File: src/hw/rtl/trli_pkg.sv
// -----------------------------------------------------------------------------
// trli_pkg
// Shared types and constants for the two-way row tag table with LRU insert.
// -----------------------------------------------------------------------------
package trli_pkg;

   localparam int ROW_BITS          = 14;
   localparam int SET_COUNT_DEFAULT = 32;

   typedef struct packed {
      logic [ROW_BITS-1:0] row_address;
      logic                end_of_batch;
   } trli_req_type;

   typedef struct packed {
      logic hit;
      logic way_written;
      logic batch_end;
   } trli_rsp_type;

   typedef enum logic [2:0] {
      ST_CLEAR,
      ST_IDLE,
      ST_MUL,
      ST_MOD,
      ST_READ,
      ST_UPDATE
   } trli_state_type;

   typedef struct packed {
      logic clear_step;
      logic load_req;
      logic mul_step;
      logic mod_step;
      logic read_step;
      logic update_step;
   } trli_cmd_type;

   typedef struct packed {
      logic clear_last;
      logic out_free;
   } trli_status_type;

endpackage

File: src/hw/rtl/trli_ctrl.sv
// -----------------------------------------------------------------------------
// trli_ctrl
// Sequencer: clears the table after reset, then steps each request through
// set index calculation, table read and table update.
// -----------------------------------------------------------------------------
module trli_ctrl
   import trli_pkg::*;
(
   input  logic            clock,
   input  logic            reset,
   input  logic            req_valid,
   output logic            req_stall,
   input  trli_status_type status,
   output trli_cmd_type    cmd
);

   trli_state_type state_ff;
   trli_state_type state_in;

   always_ff @(posedge clock) begin
      if (reset) begin
         state_ff <= ST_CLEAR;
      end else begin
         state_ff <= state_in;
      end
   end

   always_comb begin
      state_in  = state_ff;
      cmd       = '0;
      req_stall = 1'b1;
      case (state_ff)
         ST_CLEAR: begin
            cmd.clear_step = 1'b1;
            if (status.clear_last) begin
               state_in = ST_IDLE;
            end
         end
         ST_IDLE: begin
            req_stall = 1'b0;
            if (req_valid) begin
               cmd.load_req = 1'b1;
               state_in     = ST_MUL;
            end
         end
         ST_MUL: begin
            cmd.mul_step = 1'b1;
            state_in     = ST_MOD;
         end
         ST_MOD: begin
            cmd.mod_step = 1'b1;
            state_in     = ST_READ;
         end
         ST_READ: begin
            cmd.read_step = 1'b1;
            state_in      = ST_UPDATE;
         end
         ST_UPDATE: begin
            // The result register must be free before the table is written.
            if (status.out_free) begin
               cmd.update_step = 1'b1;
               state_in        = ST_IDLE;
            end
         end
         default: begin
            state_in = ST_CLEAR;
         end
      endcase
   end

endmodule

File: src/hw/rtl/trli_datapath.sv
// -----------------------------------------------------------------------------
// trli_datapath
// Set index calculation, tag table memory, hit check, LRU update and the
// result register.
// -----------------------------------------------------------------------------
module trli_datapath
   import trli_pkg::*;
#(
   parameter int SET_COUNT = SET_COUNT_DEFAULT
)
(
   input  logic            clock,
   input  logic            reset,
   input  trli_cmd_type    cmd,
   output trli_status_type status,
   input  trli_req_type    req_data,
   output logic            rsp_valid,
   input  logic            rsp_stall,
   output trli_rsp_type    rsp_data
);

   localparam int SET_BITS   = $clog2(SET_COUNT);
   localparam int SHIFT      = ROW_BITS + SET_BITS;
   localparam int RECIP      = (2 ** SHIFT) / SET_COUNT;
   localparam int WIDE_BITS  = ROW_BITS + 1;
   localparam int PROD_BITS  = ROW_BITS + WIDE_BITS;
   localparam int QUOT_BITS  = PROD_BITS - SHIFT;
   localparam int WAY_BITS   = ROW_BITS + 1;
   localparam int ENTRY_BITS = 2 * WAY_BITS + 1;

   // Entry layout: LRU bit, then way 1 (valid, row), then way 0 (valid, row).
   logic [ENTRY_BITS-1:0] set_mem [SET_COUNT];

   logic [SET_BITS-1:0]   clr_cnt_ff;
   logic [ROW_BITS-1:0]   row_ff;
   logic                  eob_ff;
   logic [PROD_BITS-1:0]  prod_ff;
   logic [SET_BITS-1:0]   set_ff;
   logic [ENTRY_BITS-1:0] rd_ff;
   logic                  rsp_valid_ff;
   trli_rsp_type          rsp_data_ff;

   logic [QUOT_BITS-1:0]  quot;
   logic [WIDE_BITS-1:0]  quot_times;
   logic [WIDE_BITS-1:0]  rem_raw;
   logic [WIDE_BITS-1:0]  rem_fix;
   logic                  lru;
   logic                  valid0;
   logic                  valid1;
   logic [ROW_BITS-1:0]   row0;
   logic [ROW_BITS-1:0]   row1;
   logic                  hit0;
   logic                  hit1;
   logic                  sel;
   logic [ENTRY_BITS-1:0] entry_in;

   // The reciprocal estimate of the quotient is at most one too small, so
   // a single compare and subtract gives the exact remainder.
   always_comb begin
      quot       = prod_ff[PROD_BITS-1:SHIFT];
      quot_times = WIDE_BITS'(quot) * WIDE_BITS'(SET_COUNT);
      rem_raw    = WIDE_BITS'(row_ff) - quot_times;
      if (rem_raw >= WIDE_BITS'(SET_COUNT)) begin
         rem_fix = rem_raw - WIDE_BITS'(SET_COUNT);
      end else begin
         rem_fix = rem_raw;
      end
   end

   always_comb begin
      lru    = rd_ff[ENTRY_BITS-1];
      valid1 = rd_ff[2*WAY_BITS-1];
      row1   = rd_ff[2*WAY_BITS-2:WAY_BITS];
      valid0 = rd_ff[WAY_BITS-1];
      row0   = rd_ff[ROW_BITS-1:0];
      hit0   = valid0 && (row0 == row_ff);
      hit1   = valid1 && (row1 == row_ff);
      if (hit1) begin
         sel = 1'b1;
      end else if (hit0) begin
         sel = 1'b0;
      end else begin
         sel = lru;
      end
      if (sel) begin
         entry_in = {1'b0, 1'b1, row_ff, valid0, row0};
      end else begin
         entry_in = {1'b1, valid1, row1, 1'b1, row_ff};
      end
   end

   always_ff @(posedge clock) begin
      if (cmd.load_req) begin
         row_ff <= req_data.row_address;
         eob_ff <= req_data.end_of_batch;
      end
      if (cmd.mul_step) begin
         prod_ff <= PROD_BITS'(row_ff) * PROD_BITS'(RECIP);
      end
      if (cmd.mod_step) begin
         set_ff <= rem_fix[SET_BITS-1:0];
      end
      if (cmd.read_step) begin
         rd_ff <= set_mem[set_ff];
      end
      if (cmd.update_step) begin
         rsp_data_ff.hit         <= hit0 || hit1;
         rsp_data_ff.way_written <= sel;
         rsp_data_ff.batch_end   <= eob_ff;
      end
   end

   always_ff @(posedge clock) begin
      if (cmd.clear_step) begin
         set_mem[clr_cnt_ff] <= '0;
      end else if (cmd.update_step) begin
         set_mem[set_ff] <= entry_in;
      end
   end

   always_ff @(posedge clock) begin
      if (reset) begin
         clr_cnt_ff   <= '0;
         rsp_valid_ff <= 1'b0;
      end else begin
         if (cmd.clear_step) begin
            clr_cnt_ff <= clr_cnt_ff + SET_BITS'(1);
         end
         if (cmd.update_step) begin
            rsp_valid_ff <= 1'b1;
         end else if (!rsp_stall) begin
            rsp_valid_ff <= 1'b0;
         end
      end
   end

   assign status.clear_last = (clr_cnt_ff == SET_BITS'(SET_COUNT - 1));
   assign status.out_free   = !rsp_valid_ff || !rsp_stall;
   assign rsp_valid         = rsp_valid_ff;
   assign rsp_data          = rsp_data_ff;

`ifndef NO_ASSERTIONS
   a_no_overwrite: assert property (@(posedge clock) disable iff (reset)
      cmd.update_step |-> (!rsp_valid_ff || !rsp_stall))
      else $error("Pending result overwritten by a table update.");

   a_set_in_range: assert property (@(posedge clock) disable iff (reset)
      cmd.read_step |-> (32'(set_ff) < 32'(SET_COUNT)))
      else $error("Set index out of range at table read.");

   a_update_gives_result: assert property (@(posedge clock) disable iff (reset)
      cmd.update_step |=> rsp_valid_ff)
      else $error("Table update did not present a result.");

   a_clear_idle_output: assert property (@(posedge clock) disable iff (reset)
      cmd.clear_step |-> (!rsp_valid_ff && !cmd.update_step))
      else $error("Result activity during the clearing pass.");
`endif

endmodule

File: src/hw/rtl/two_way_row_tag_insert_lru.sv
// -----------------------------------------------------------------------------
// two_way_row_tag_insert_lru
// Two-way set-associative row tag table with LRU replacement, insert on
// precharge.
// -----------------------------------------------------------------------------
// Usage:
// Each request carries one DRAM row address and a batch-end marker. The row
// selects a set (row modulo SET_COUNT) and is inserted into that set: a hit
// in way 1 rewrites way 1, else a hit in way 0 rewrites way 0, else the LRU
// way is replaced. The written way becomes most recently used.
// Each request gives exactly one result: hit flag, way written, batch end.
// The request passes through multiply, remainder, table read and table
// update before the result is registered. One request is worked on at a
// time, so the next request is taken only once the sequencer is idle
// again after the table update of the last one.
// After reset the table is cleared one set per cycle, during which
// req_stall stays high.
// The result is held in an output register. If the receiver stalls, the
// next request is still taken and processed, but its table update waits
// until the held result has been taken.
// -----------------------------------------------------------------------------
module two_way_row_tag_insert_lru
   import trli_pkg::*;
#(
   parameter int SET_COUNT = SET_COUNT_DEFAULT
)
(
   input  logic         clock,
   input  logic         reset,
   input  logic         req_valid,
   output logic         req_stall,
   input  trli_req_type req_data,
   output logic         rsp_valid,
   input  logic         rsp_stall,
   output trli_rsp_type rsp_data
);

   trli_cmd_type    cmd;
   trli_status_type status;

   trli_ctrl u_ctrl (
      .clock     (clock),
      .reset     (reset),
      .req_valid (req_valid),
      .req_stall (req_stall),
      .status    (status),
      .cmd       (cmd)
   );

   trli_datapath #(
      .SET_COUNT (SET_COUNT)
   ) u_datapath (
      .clock     (clock),
      .reset     (reset),
      .cmd       (cmd),
      .status    (status),
      .req_data  (req_data),
      .rsp_valid (rsp_valid),
      .rsp_stall (rsp_stall),
      .rsp_data  (rsp_data)
   );

endmodule

File: config.mk
export PLATFORM = sky130hd
export DESIGN_NAME = two_way_row_tag_insert_lru
export DESIGN_NICKNAME = d
export VERILOG_FILES = /design/src/hw/rtl/trli_pkg.sv /design/src/hw/rtl/trli_ctrl.sv /design/src/hw/rtl/trli_datapath.sv /design/src/hw/rtl/two_way_row_tag_insert_lru.sv
export SDC_FILE = /design/constraint.sdc
export NUM_CORES = 1
export LEC_CHECK = 0
export ABC_CLOCK_PERIOD_IN_PS = 6650
export BUFFER_PORTS_ARGS = -buffer_cell sky130_fd_sc_hd__buf_2
export CAP_MARGIN = 20
export CORE_ASPECT_RATIO = 2
export CORE_UTILIZATION = 40
export DETAILED_ROUTE_END_ITERATION = 7
export PLACE_DENSITY = 0.57
export SYNTH_ARGS = -nofsm -noshare
export SYNTH_HDL_FRONTEND = slang
export SYNTH_SLANG_ARGS = --single-unit
File: constraint.sdc
create_clock -name clock -period 6.65 [get_ports clock]
set_input_delay 0.3325 -clock clock [delete_from_list [all_inputs] [get_ports clock]]
set_output_delay 0.3325 -clock clock [all_outputs]
set_load 0.05 [all_outputs]
==> results_dict.tcl <==
set metrics [dict create \
    status "finished clean" \
    cp_cell_sequence "xnor2_1 -> nand3_1 -> nor4_1 -> o21ba_2 -> inv_2 -> o21a_1" \
    cts_setup_buffers 0 \
    drc 0 \
    hpwl_um 59090 \
    cap_violations 0 \
    min_path_cells 2 \
    worst_pin_slew_ps 1164 \
    rows 165 \
    die_width_um 227.5 \
    synth_commonest_cells "1046 x edfxtp_1, 310 x mux4_2, 50 x nand2_1" \
    clk_pin_slew_ps 70 \
    post_drt_wl_per_cell_um 30.83 \
    synth_most_common_cell "edfxtp_1" \
    netlist_area_um2 40670 \
    die_h_um 453.0 \
    grt_usage 0.2019 \
    final_nets 1864 \
    ctsHoldBuffers 18 \
    slew-limit-headroom 0.2239 \
    overflow 0 \
    synth-seq-cells 1055 \
    rsz0062_at_grt "no" \
    power.density_nw_per_um2 274.1 \
    drive_gt1_frac 0.3504 \
    grt_pass1_wl_um 144000 \
    crit_path_end_kind "flop" \
    finalCritPeriodShare 0.5546 \
    power.total_uw 12680 \
    area_growth_pct 13.77 \
    synth.distinct_cells 34 \
    fin_worst_skew_ps 23.67 \
    min_to "u_datapath.row_ff[5]" \
    cp_top_family "compound AO/OA/AOI/OAI gates" \
    synth_nets 1715 \
    r2r_setup_slack_ps 2960 \
    io_buffers 23 \
    timing.rr.start "u_datapath.row_ff[0]" \
    slowest_stage "o21ba_2" \
    drv_slew 0 \
    htreeDepth 3 \
    syn_area_per_cell_um2 24.01 \
    hp-class "primary input to flop" \
    holdCritStartpoint "req_data[6]" \
    fin_ws_ps 2962 \
    synth_edf_count 1046 \
    via_count 18504 \
    finalHoldViolations 0 \
    cts_tree "yes" \
    finalSetupViolCount 0 \
    fmaxAchievable_mhz 271.1 \
    ys_warn_count 0 \
    ir_drop_v 0.0001781 \
    first_pass_iters 5 \
    grt_pass1_vias 19659 \
    fin_util 0.4584 \
    critPathMaxStageDelay_ps 800 \
    clock_latency_ps 700 \
    start_kind "flop" \
    ctsResizeCount 0 \
    cts.sinks 1055 \
    fin_crit_ps 3688 \
    synth_area_leaders "edfxtp_1 77%, mux4_2 17%, mux2_2 0.86%, mux2i_1 0.76%, xnor2_1 0.62%" \
    floorplan.die_area_um2 103000 \
    critPathBufInv 1 \
    antenna_found_initial 4 \
    leakagePower_uw 0.01240 \
    cts_root_buffer "clkbuf_16" \
    viasPerCell 5.685 \
    rr_worst_depth 6 \
    setup_tns_ps 0 \
    ys.flop_type "edfxtp_1" \
    start_util 0.4029 \
    cp_max_fo 32 \
    synth_top_area_frac 0.7723 \
    postRouteAntennaNets 0 \
    syn_inst 1694 \
    core-area_um2 101000 \
    pre_cts_slack_ps 2910 \
    numCtsBuffers 90 \
    grt_max_degree 98 \
    totalWireLength_um 100300 \
    critPathKind "flop to flop" \
    ys_seq_area_frac 0.7767 \
    num_io_pins 24 \
    cts_buffer_depth 3 \
    async_flop_share 0 \
    r2r_end "u_datapath.set_mem[8][29]" \
    drtIter0Drc 1849 \
    critical_path_arrival_ps 3930 \
    yosys.area.top_type "edfxtp_1" \
    place_congestion 0.8147 \
    crit_required_ps 6900 \
]
## flip-flops by register name, summed over array words and instances, names as in the netlist
name / count
u_datapath.set_mem: 992
u_datapath.rd_ff: 31
u_datapath.row_ff: 14
u_datapath.clr_cnt_ff: 5
u_datapath.set_ff: 5
u_ctrl.state_ff: 3
u_datapath.rsp_data: 3
u_datapath.eob_ff: 1
u_datapath.rsp_valid: 1
## cell usage in the layout (no fill, tap or decap), types with 6 or more instances in the layout
cell type and instances:
nand4_1 6, mux2i_4 7, mux2_2 31, buf_4 96
nand2_1 50, nor3_2 32, edfxtp_1 1046, mux2i_2 21
clkinv_1 15, clkbuf_1 15, clkinv_2 25, dfxtp_1 9
clkbuf_16 91, xnor2_1 29, buf_2 23, dlygate4sd3_1 18
mux4_2 310, nor2_1 10
## worst max-delay path by stage
stage,start,to,slack (ps),cells past startpoint
after floorplan,u_datapath.rsp_valid,u_datapath.set_mem[12][0],2410,8
after global placement,u_datapath.row_ff[0],u_datapath.set_mem[10][8],2670,6
after detailed placement,u_ctrl.state_ff[0],u_datapath.set_mem[2][7],2910,7
after CTS,u_ctrl.state_ff[0],u_datapath.set_mem[2][7],2880,7
after global routing,u_datapath.row_ff[7],u_datapath.set_mem[6][29],2720,6
final,u_datapath.row_ff[0],u_datapath.set_mem[8][29],2960,6
## layout make-up
class	instances	area (µm²)
Multi-Input combinational cell	543	8946
Clock buffer	110	2389
Timing Repair Buffer	145	1145
Sequential cell	1055	31590
Antenna cell	1	2.502
Tap cell	1336	1672
Inverter	8	32.53
Clock inverter	57	495.5
Fill cell	8227	54680
## stage by stage
step           hold slack (ps)  cells  area [µm²]
6_report                 394.2   3255       46270
5_1_grt                  379.2   3255       46270
2_1_floorplan            400.3   1694       40670
3_5_place_dp             432.8   3065       43160
3_3_place_gp             402.8   3062       43120
4_1_cts                  331.8   3250       46220
## cells by family (layout without fill, tap and decap cells)
logic type                 count (synthesis)  count (layout)  synth area share
and+or+nand+nor                          120             120           0.01360
xor gates and xnor gates                  31              31          0.006676
AOI/OAI and AO/OA                         18              18          0.002984
buffers and inverters                     96             320           0.01154
adders and majority gates                  2               2         0.0006152
DFF                                     1055            1055            0.7767
other                                      0               1                 0
muxes                                    372             372            0.1879
## routing by layer
metal	vias to the layer above	global-route usage	routed length (µm)
met5	-	0	23
met4	4	0.06575	2988
met3	145	0.03013	4328
met2	532	0.3713	56230
met1	10274	0.2386	36770
li1	7549	-	-
## where the power goes
| part | total, µW | switching, µW | internal (µW) | leakage [µW] |
|---|---|---|---|---|
| combinational | 166 | 108 | 57.3 | 0.00283 |
| clock | 5220 | 2430 | 2790 | 0.00143 |
| sequential | 7300 | 19.0 | 7280 | 0.00814 |
Note: power is estimated with default switching activity, not from simulation.
